**src/rtl/core/chd_pkg.sv**
```systemverilog
// Shared types, character codes and helper functions for the chunked body decoder.
package chd_pkg;

    localparam logic [7:0] CHAR_CR    = 8'h0D;
    localparam logic [7:0] CHAR_LF    = 8'h0A;
    localparam logic [7:0] CHAR_SEMI  = 8'h3B;
    localparam logic [7:0] CHAR_SPACE = 8'h20;
    localparam logic [7:0] CHAR_TAB   = 8'h09;
    localparam logic [7:0] CHAR_VT    = 8'h0B;
    localparam logic [7:0] CHAR_FF    = 8'h0C;
    localparam int unsigned HEX_RADIX_BITS = 4;

    typedef enum logic [1:0] {
        PH_SIZE = 2'd0,
        PH_DATA = 2'd1,
        PH_TAIL = 2'd2
    } chd_phase_t;

    typedef struct packed {
        chd_phase_t phase;
        logic       digit_seen;
        logic       number_closed;
        logic       size_overflow;
        logic       done_flag;
        logic       error_flag;
    } chd_state_t;

    typedef struct packed {
        logic       out_valid;
        logic [7:0] out_byte;
        logic       finished;
        logic       bad_size;
    } chd_result_t;

    typedef struct packed {
        logic                        is_hex;
        logic [HEX_RADIX_BITS-1:0]   value;
    } chd_hex_t;

    function automatic chd_hex_t hex_decode(input logic [7:0] b);
        chd_hex_t h;
        h.is_hex = 1'b0;
        h.value  = '0;
        if (b >= 8'h30 && b <= 8'h39) begin
            h.is_hex = 1'b1;
            h.value  = 4'(b - 8'h30);
        end
        else if (b >= 8'h41 && b <= 8'h46) begin
            h.is_hex = 1'b1;
            h.value  = 4'(b - 8'h37);
        end
        else if (b >= 8'h61 && b <= 8'h66) begin
            h.is_hex = 1'b1;
            h.value  = 4'(b - 8'h57);
        end
        return h;
    endfunction

    function automatic logic is_blank(input logic [7:0] b);
        return (b == CHAR_SPACE) || (b == CHAR_TAB) || (b == CHAR_VT) || (b == CHAR_FF);
    endfunction

endpackage

```
**src/rtl/core/chd_step.sv**
```systemverilog
// Next-state and result logic for one body byte of the chunked decoder.
module chd_step #(
    parameter int SIZE_BITS = 32
) (
    input  chd_pkg::chd_state_t  state,
    input  logic [SIZE_BITS-1:0] bytes_left,
    input  logic [7:0]           in_byte,
    output chd_pkg::chd_state_t  state_next,
    output logic [SIZE_BITS-1:0] bytes_left_next,
    output chd_pkg::chd_result_t result
);
    import chd_pkg::*;

    chd_hex_t             hex;
    logic [SIZE_BITS-1:0] count_dec;
    logic                 top_busy;

    assign hex       = hex_decode(in_byte);
    assign count_dec = bytes_left - SIZE_BITS'(1);
    assign top_busy  = (bytes_left[SIZE_BITS-1 -: HEX_RADIX_BITS] != '0);

    always_comb
    begin
        state_next      = state;
        bytes_left_next = bytes_left;
        result.out_valid = 1'b0;
        result.out_byte  = '0;

        if (!state.done_flag) begin
            case (state.phase)
                PH_DATA:
                begin
                    result.out_valid = 1'b1;
                    result.out_byte  = in_byte;
                    if (bytes_left != '0) begin
                        bytes_left_next = count_dec;
                    end
                    if (bytes_left <= SIZE_BITS'(1)) begin
                        state_next.phase = PH_TAIL;
                    end
                end
                PH_TAIL:
                begin
                    if (in_byte == CHAR_LF) begin
                        state_next.phase = PH_SIZE;
                    end
                end
                default:
                begin
                    state_next.phase = PH_SIZE;
                    if (in_byte == CHAR_CR) begin
                        // Carriage return is dropped without closing the number.
                    end
                    else if (in_byte == CHAR_LF) begin
                        if (!state.digit_seen || state.size_overflow) begin
                            state_next.done_flag  = 1'b1;
                            state_next.error_flag = 1'b1;
                            bytes_left_next       = '0;
                        end
                        else if (bytes_left == '0) begin
                            state_next.done_flag = 1'b1;
                        end
                        else begin
                            state_next.phase = PH_DATA;
                        end
                        state_next.digit_seen    = 1'b0;
                        state_next.number_closed = 1'b0;
                        state_next.size_overflow = 1'b0;
                    end
                    else if (state.number_closed) begin
                        // Extensions after the number are ignored up to the line end.
                    end
                    else if (!state.digit_seen && is_blank(in_byte)) begin
                        // Leading white space is skipped.
                    end
                    else if (!hex.is_hex || in_byte == CHAR_SEMI) begin
                        state_next.number_closed = 1'b1;
                    end
                    else begin
                        state_next.digit_seen = 1'b1;
                        if (!state.size_overflow) begin
                            if (top_busy) begin
                                state_next.size_overflow = 1'b1;
                            end
                            else begin
                                bytes_left_next = {bytes_left[SIZE_BITS-HEX_RADIX_BITS-1:0],
                                                   hex.value};
                            end
                        end
                    end
                end
            endcase
        end

        result.finished = state_next.done_flag;
        result.bad_size = state_next.error_flag;
    end

endmodule

```
**src/rtl/core/chd_outbuf.sv**
```systemverilog
// Two-entry output buffer that holds results while the downstream side stalls.
module chd_outbuf (
    input  logic                 clk,
    input  logic                 rst_n,
    input  logic                 push,
    input  chd_pkg::chd_result_t push_data,
    output logic                 can_push,
    output logic                 head_valid,
    input  logic                 pop,
    output chd_pkg::chd_result_t head_data
);
    import chd_pkg::*;

    logic        head_vld_reg;
    logic        head_vld_next;
    chd_result_t head_reg;
    chd_result_t head_next;
    logic        skid_vld_reg;
    logic        skid_vld_next;
    chd_result_t skid_reg;
    chd_result_t skid_next;
    logic        head_free;

    assign head_free  = !head_vld_reg || pop;
    assign can_push   = !skid_vld_reg;
    assign head_valid = head_vld_reg;
    assign head_data  = head_reg;

    always_comb
    begin
        head_vld_next = head_vld_reg;
        head_next     = head_reg;
        skid_vld_next = skid_vld_reg;
        skid_next     = skid_reg;
        if (head_free) begin
            if (skid_vld_reg) begin
                head_vld_next = 1'b1;
                head_next     = skid_reg;
                skid_vld_next = 1'b0;
            end
            else begin
                head_vld_next = push;
                head_next     = push_data;
            end
        end
        else if (push) begin
            skid_vld_next = 1'b1;
            skid_next     = push_data;
        end
    end

    always_ff @(posedge clk or negedge rst_n)
    begin
        if (!rst_n) begin
            head_vld_reg <= 1'b0;
            skid_vld_reg <= 1'b0;
        end
        else begin
            head_vld_reg <= head_vld_next;
            skid_vld_reg <= skid_vld_next;
        end
    end

    always_ff @(posedge clk)
    begin
        head_reg <= head_next;
        skid_reg <= skid_next;
    end

    a_skid_behind_head: assert property (@(posedge clk) disable iff (!rst_n)
        skid_vld_reg |-> head_vld_reg)
        else $error("Skid entry holds a result while the head entry is empty.");

    a_head_holds: assert property (@(posedge clk) disable iff (!rst_n)
        head_vld_reg && !pop |=> head_vld_reg && $stable(head_reg))
        else $error("Head result changed before it was transferred.");

endmodule

```
**src/rtl/core/http_chunked_body_decoder.sv**
```systemverilog
// Top level of the chunked body decoder: state registers, step logic and output buffer.
// The decoder takes one body byte per clock cycle while in_ready is high and gives one
// result per byte; each result is registered in the output buffer before it is offered
// on the result port. Each byte needs only a hex shift-in or a decrement of the chunk
// counter on the state registers. A two-entry output buffer keeps input transfers going
// while the result side stalls; in_ready falls only when both entries are full.
module http_chunked_body_decoder #(
    parameter int SIZE_BITS = 32
) (
    input  logic       clk,
    input  logic       rst_n,
    input  logic       in_valid,
    output logic       in_ready,
    input  logic [7:0] in_byte,
    output logic       res_valid,
    input  logic       res_ready,
    output logic       out_valid,
    output logic [7:0] out_byte,
    output logic       finished,
    output logic       bad_size
);
    import chd_pkg::*;

    chd_state_t           state_reg;
    chd_state_t           state_next;
    logic [SIZE_BITS-1:0] bytes_left_reg;
    logic [SIZE_BITS-1:0] bytes_left_next;
    chd_result_t          step_result;
    chd_result_t          head_data;
    logic                 in_fire;
    logic                 res_fire;

    assign in_fire  = in_valid && in_ready;
    assign res_fire = res_valid && res_ready;

    chd_step #(
        .SIZE_BITS(SIZE_BITS)
    ) u_step (
        .state          (state_reg),
        .bytes_left     (bytes_left_reg),
        .in_byte        (in_byte),
        .state_next     (state_next),
        .bytes_left_next(bytes_left_next),
        .result         (step_result)
    );

    always_ff @(posedge clk or negedge rst_n)
    begin
        if (!rst_n) begin
            state_reg      <= '{phase: PH_SIZE, default: 1'b0};
            bytes_left_reg <= '0;
        end
        else if (in_fire) begin
            state_reg      <= state_next;
            bytes_left_reg <= bytes_left_next;
        end
    end

    chd_outbuf u_outbuf (
        .clk       (clk),
        .rst_n     (rst_n),
        .push      (in_fire),
        .push_data (step_result),
        .can_push  (in_ready),
        .head_valid(res_valid),
        .pop       (res_fire),
        .head_data (head_data)
    );

    assign out_valid = head_data.out_valid;
    assign out_byte  = head_data.out_byte;
    assign finished  = head_data.finished;
    assign bad_size  = head_data.bad_size;

    a_done_sticky: assert property (@(posedge clk) disable iff (!rst_n)
        state_reg.done_flag |=> state_reg.done_flag)
        else $error("Finished flag cleared without reset.");

    a_error_implies_done: assert property (@(posedge clk) disable iff (!rst_n)
        state_reg.error_flag |-> state_reg.done_flag)
        else $error("Bad size flagged while decoding is still running.");

    a_data_count_nonzero: assert property (@(posedge clk) disable iff (!rst_n)
        state_reg.phase == PH_DATA && !state_reg.done_flag |-> bytes_left_reg != '0)
        else $error("Data phase entered with an empty chunk counter.");

endmodule
```
**config.mk**
```make
export PLATFORM = sky130hd
export DESIGN_NAME = http_chunked_body_decoder
export DESIGN_NICKNAME = d
export VERILOG_FILES = /design/src/rtl/core/chd_pkg.sv /design/src/rtl/core/chd_step.sv /design/src/rtl/core/chd_outbuf.sv /design/src/rtl/core/http_chunked_body_decoder.sv
export SDC_FILE = /design/constraint.sdc
export NUM_CORES = 1
export LEC_CHECK = 0
export ABC_CLOCK_PERIOD_IN_PS = 4600
export BUFFER_PORTS_ARGS = -buffer_cell sky130_fd_sc_hd__buf_2
export CAP_MARGIN = 20
export CORE_MARGIN = 5
export CORE_UTILIZATION = 60
export CTS_CLUSTER_DIAMETER = 150
export CTS_CLUSTER_SIZE = 25
export DETAILED_ROUTE_END_ITERATION = 6
export PLACE_DENSITY_LB_ADDON = 0.2
export SLEW_MARGIN = 40
export SYNTH_ARGS = -nofsm -noshare
export SYNTH_HDL_FRONTEND = slang
export SYNTH_SLANG_ARGS = --single-unit
```
**constraint.sdc**
```tcl
create_clock -name clk -period 4.6 [get_ports clk]
set_input_delay 0.46 -clock clk [delete_from_list [all_inputs] [get_ports clk]]
set_output_delay 0.46 -clock clk [all_outputs]
set_load 0.01 [all_outputs]
```
==> flow_metrics.py <==
metrics = {
    "run_status": {
        "run_status": "finished clean",
    },
    "flow_run": {
        "maxCapViolations": 0,
    },
    "synth": {
        "synth_top_area_share_pct": 26.4,
        "synth_fp_nets": 421,
        "yosysSeqAreaShare_pct": 43.4,
        "synth_commonest_cells": "dfrtp_1 (41), nand2_1 (30), edfxtp_1 (22)",
        "ys_types": 68,
        "async_flop_share_pct": 65.1,
        "ys_warn_count": 0,
        "synth.most_common_cell": "dfrtp_1",
        "yosys.area.top_type": "dfrtp_1",
        "syn_avg_cell_area_um2": 9.72,
        "synth_edf_count": 22,
        "synth_seq_cells": 63,
        "syn_area_um2": 3890,
        "postSynthCellCount": 400,
        "ys_top_cells_by_area": "dfrtp_1 (26%), edfxtp_1 (17%), a221o_1 (4.4%), mux2_2 (3.5%), ha_1 (2.9%)",
        "synthFlopType": "dfrtp_1",
    },
    "sta": {
        "slew_viol_final": 0,
        "fin_crit_sh_pct": 69.9,
        "finalSetupViolCount": 0,
        "finalHoldViolCount": 0,
        "fmax_mhz": 311,
        "fin_worst_skew_ns": 0.0112,
        "slew_headroom_pct": 46.1,
        "period_minus_slack_ns": 3.22,
        "rsz0062_at_grt": "no",
        "fin_setup_tns_ns": 0,
        "worst_pin_slew_ns": 0.806,
    },
    "critical_path": {
        "cp-end-kind": "flop",
        "critPathKind": "reg2reg",
        "crit_arrival_ns": 3.44,
        "crit_fanout": 16,
        "reg2reg_depth": 6,
        "crit_required_ns": 4.83,
        "cp-start-kind": "flop",
    },
    "pwr": {
        "power.density_nw_per_um2": 292,
        "finalPower_w": 0.00124,
        "vdd_ir_drop_max_mv": 0.222,
        "leakage_nw": 1.63,
    },
    "floorplanning": {
        "initial_utilization_pct": 61.6,
        "dieWidth_um": 90.5,
        "fp.dieH_um": 90.5,
        "io_pins": 25,
        "rows": 29,
        "dieArea_um2": 8190,
        "coreArea_um2": 6310,
    },
    "placement": {
        "dpl.hpwl_um": 6550,
        "io_buffer_count": 24,
        "gp_congestion": 0.890,
    },
    "hold_path": {
        "hold_path.class": "in2async",
    },
    "cts": {
        "clk_path_buf_depth": 2,
        "root_buffer": "clkbuf_8",
        "clkSinkCount": 63,
        "cts_tree": "yes",
        "cts_inserted_buffers": 9,
        "path_clk_slew_ns": 0.08,
        "htree_levels": 3,
        "post_cts_buffers": 0,
        "insertion_delay_ns": 0.35,
        "postCtsHoldBufs": 0,
        "cts_resized": 0,
    },
    "routing": {
        "dr_total_vias": 3406,
        "drt_iter0_drc": 388,
        "wirelength_um": 9610,
        "avgRoutedWirePerCell_um": 19.4,
        "first_pass_iters": 5,
        "drc": 0,
        "ant_nets": 0,
        "viasPerCell": 6.87,
    },
    "grt": {
        "grt_pass1_vias": 3267,
        "grt_pass1_wl_um": 16300,
        "grt_max_degree": 42,
        "antenna_found_initial": 0,
        "overflow": 0,
        "grt_usage_pct": 24.0,
    },
    "layout": {
        "fin_nets": 435,
        "area_delta_synth_final_pct": 8.82,
        "diodes": 0,
        "drive_above_1_share_pct": 17.2,
        "largest_reg_flops": 32,
    },
}
==> cell usage in the layout (no fill, tap or decap), types with 3 or more instances in the layout <==
| cell | count |
|---|---|
| a211o_1 | 5 |
| a21boi_0 | 3 |
| a21o_1 | 6 |
| a21oi_1 | 16 |
| a221o_1 | 17 |
| a31oi_1 | 7 |
| and2_1 | 6 |
| buf_2 | 23 |
| buf_4 | 3 |
| clkbuf_8 | 9 |
| dfrtp_1 | 41 |
| edfxtp_1 | 22 |
| ha_1 | 9 |
| inv_1 | 17 |
| mux2_2 | 12 |
| nand2_1 | 30 |
| nand2b_1 | 8 |
| nand3_1 | 13 |
| nand4_1 | 5 |
| nor2_1 | 20 |
| nor3_1 | 14 |
| nor4_1 | 11 |
| nor4_2 | 3 |
| o211ai_1 | 3 |
| o21a_1 | 4 |
| o21ai_0 | 21 |
| o21bai_1 | 3 |
| o31a_1 | 3 |
| o31ai_1 | 14 |
| or2_2 | 6 |
| or3_1 | 7 |
| or4_1 | 8 |
==> layer usage <==
metal  GRT usage (%)  wire length (um)
met1            35.3              4460
met2            35.1              4330
met3            4.58               695
met4            8.56               126
met5               0                 0
==> path summary, 6_finish.rpt <==
path | startpoint | endpoint | slack (ns)
worst min register to register | state_reg[0]$_DFFE_PN0P_ | state_reg[0]$_DFFE_PN0P_ | 0.47
worst max-delay path | bytes_left_reg[10]$_DFFE_PN0P_ | bytes_left_reg[11]$_DFFE_PN0P_ | 1.38
max in group asynchronous | rst_n | bytes_left_reg[22]$_DFFE_PN0P_ | 4.13
min in group clk | in_valid | u_outbuf.head_valid$_DFFE_PN0N_ | 0.35
worst min-delay path | rst_n | state_reg[3]$_DFFE_PN0P_ | 0.09
worst max register to register | bytes_left_reg[10]$_DFFE_PN0P_ | bytes_left_reg[11]$_DFFE_PN0P_ | 1.38
==> worst max-delay path: stages, from the launching register on <==
cell	delay [ns]
dfrtp_1	0.48
nor4_1	0.58
nand3_1	0.28
or2_0	0.50
o21ai_2	0.74
o21ai_0	0.19
a221o_1	0.32
==> metrics by stage <==
step                utilization (%)  std cells  hold WS [ns]  cell area (um^2)  worst slack (ns)
finish                         67.0        496        0.0934              4230              1.38
global placement               63.7        480         0.432              4020              1.45
global route                   67.0        496         0.121              4230              1.19
detailed placement             63.8        480         0.463              4030              1.36
CTS                            67.0        496        0.0994              4230              1.42
floorplan                         -        400         0.164              3890              1.97
==> cells by family after synthesis <==
logic type	share of synthesized area [%]
DFF	43.4
adders and majority gates	2.90
muxes	4.28
AOI/OAI and AO/OA	23.2
buffers and inverters	4.22
and+or+nand+nor	21.8
xor gates and xnor gates	0.225
==> power breakdown <==
part	internal (W)	total (W)	switching, W
combinational	0.0000373	0.0000996	0.0000623
sequential	0.000603	0.000615	0.0000128
clock	0.000302	0.000520	0.000218
==> final cells by class <==
cell class                 instances  area (um^2)
fill                             500         2080
multi-input combinational        297         2040
sequential                        63         1690
timing repair buffer              26          138
clock buffer                      11          131
tap                               77         96.3
clock inverter                     5         73.8
inverter                          17         63.8
Power figures use the tool's default switching activity.
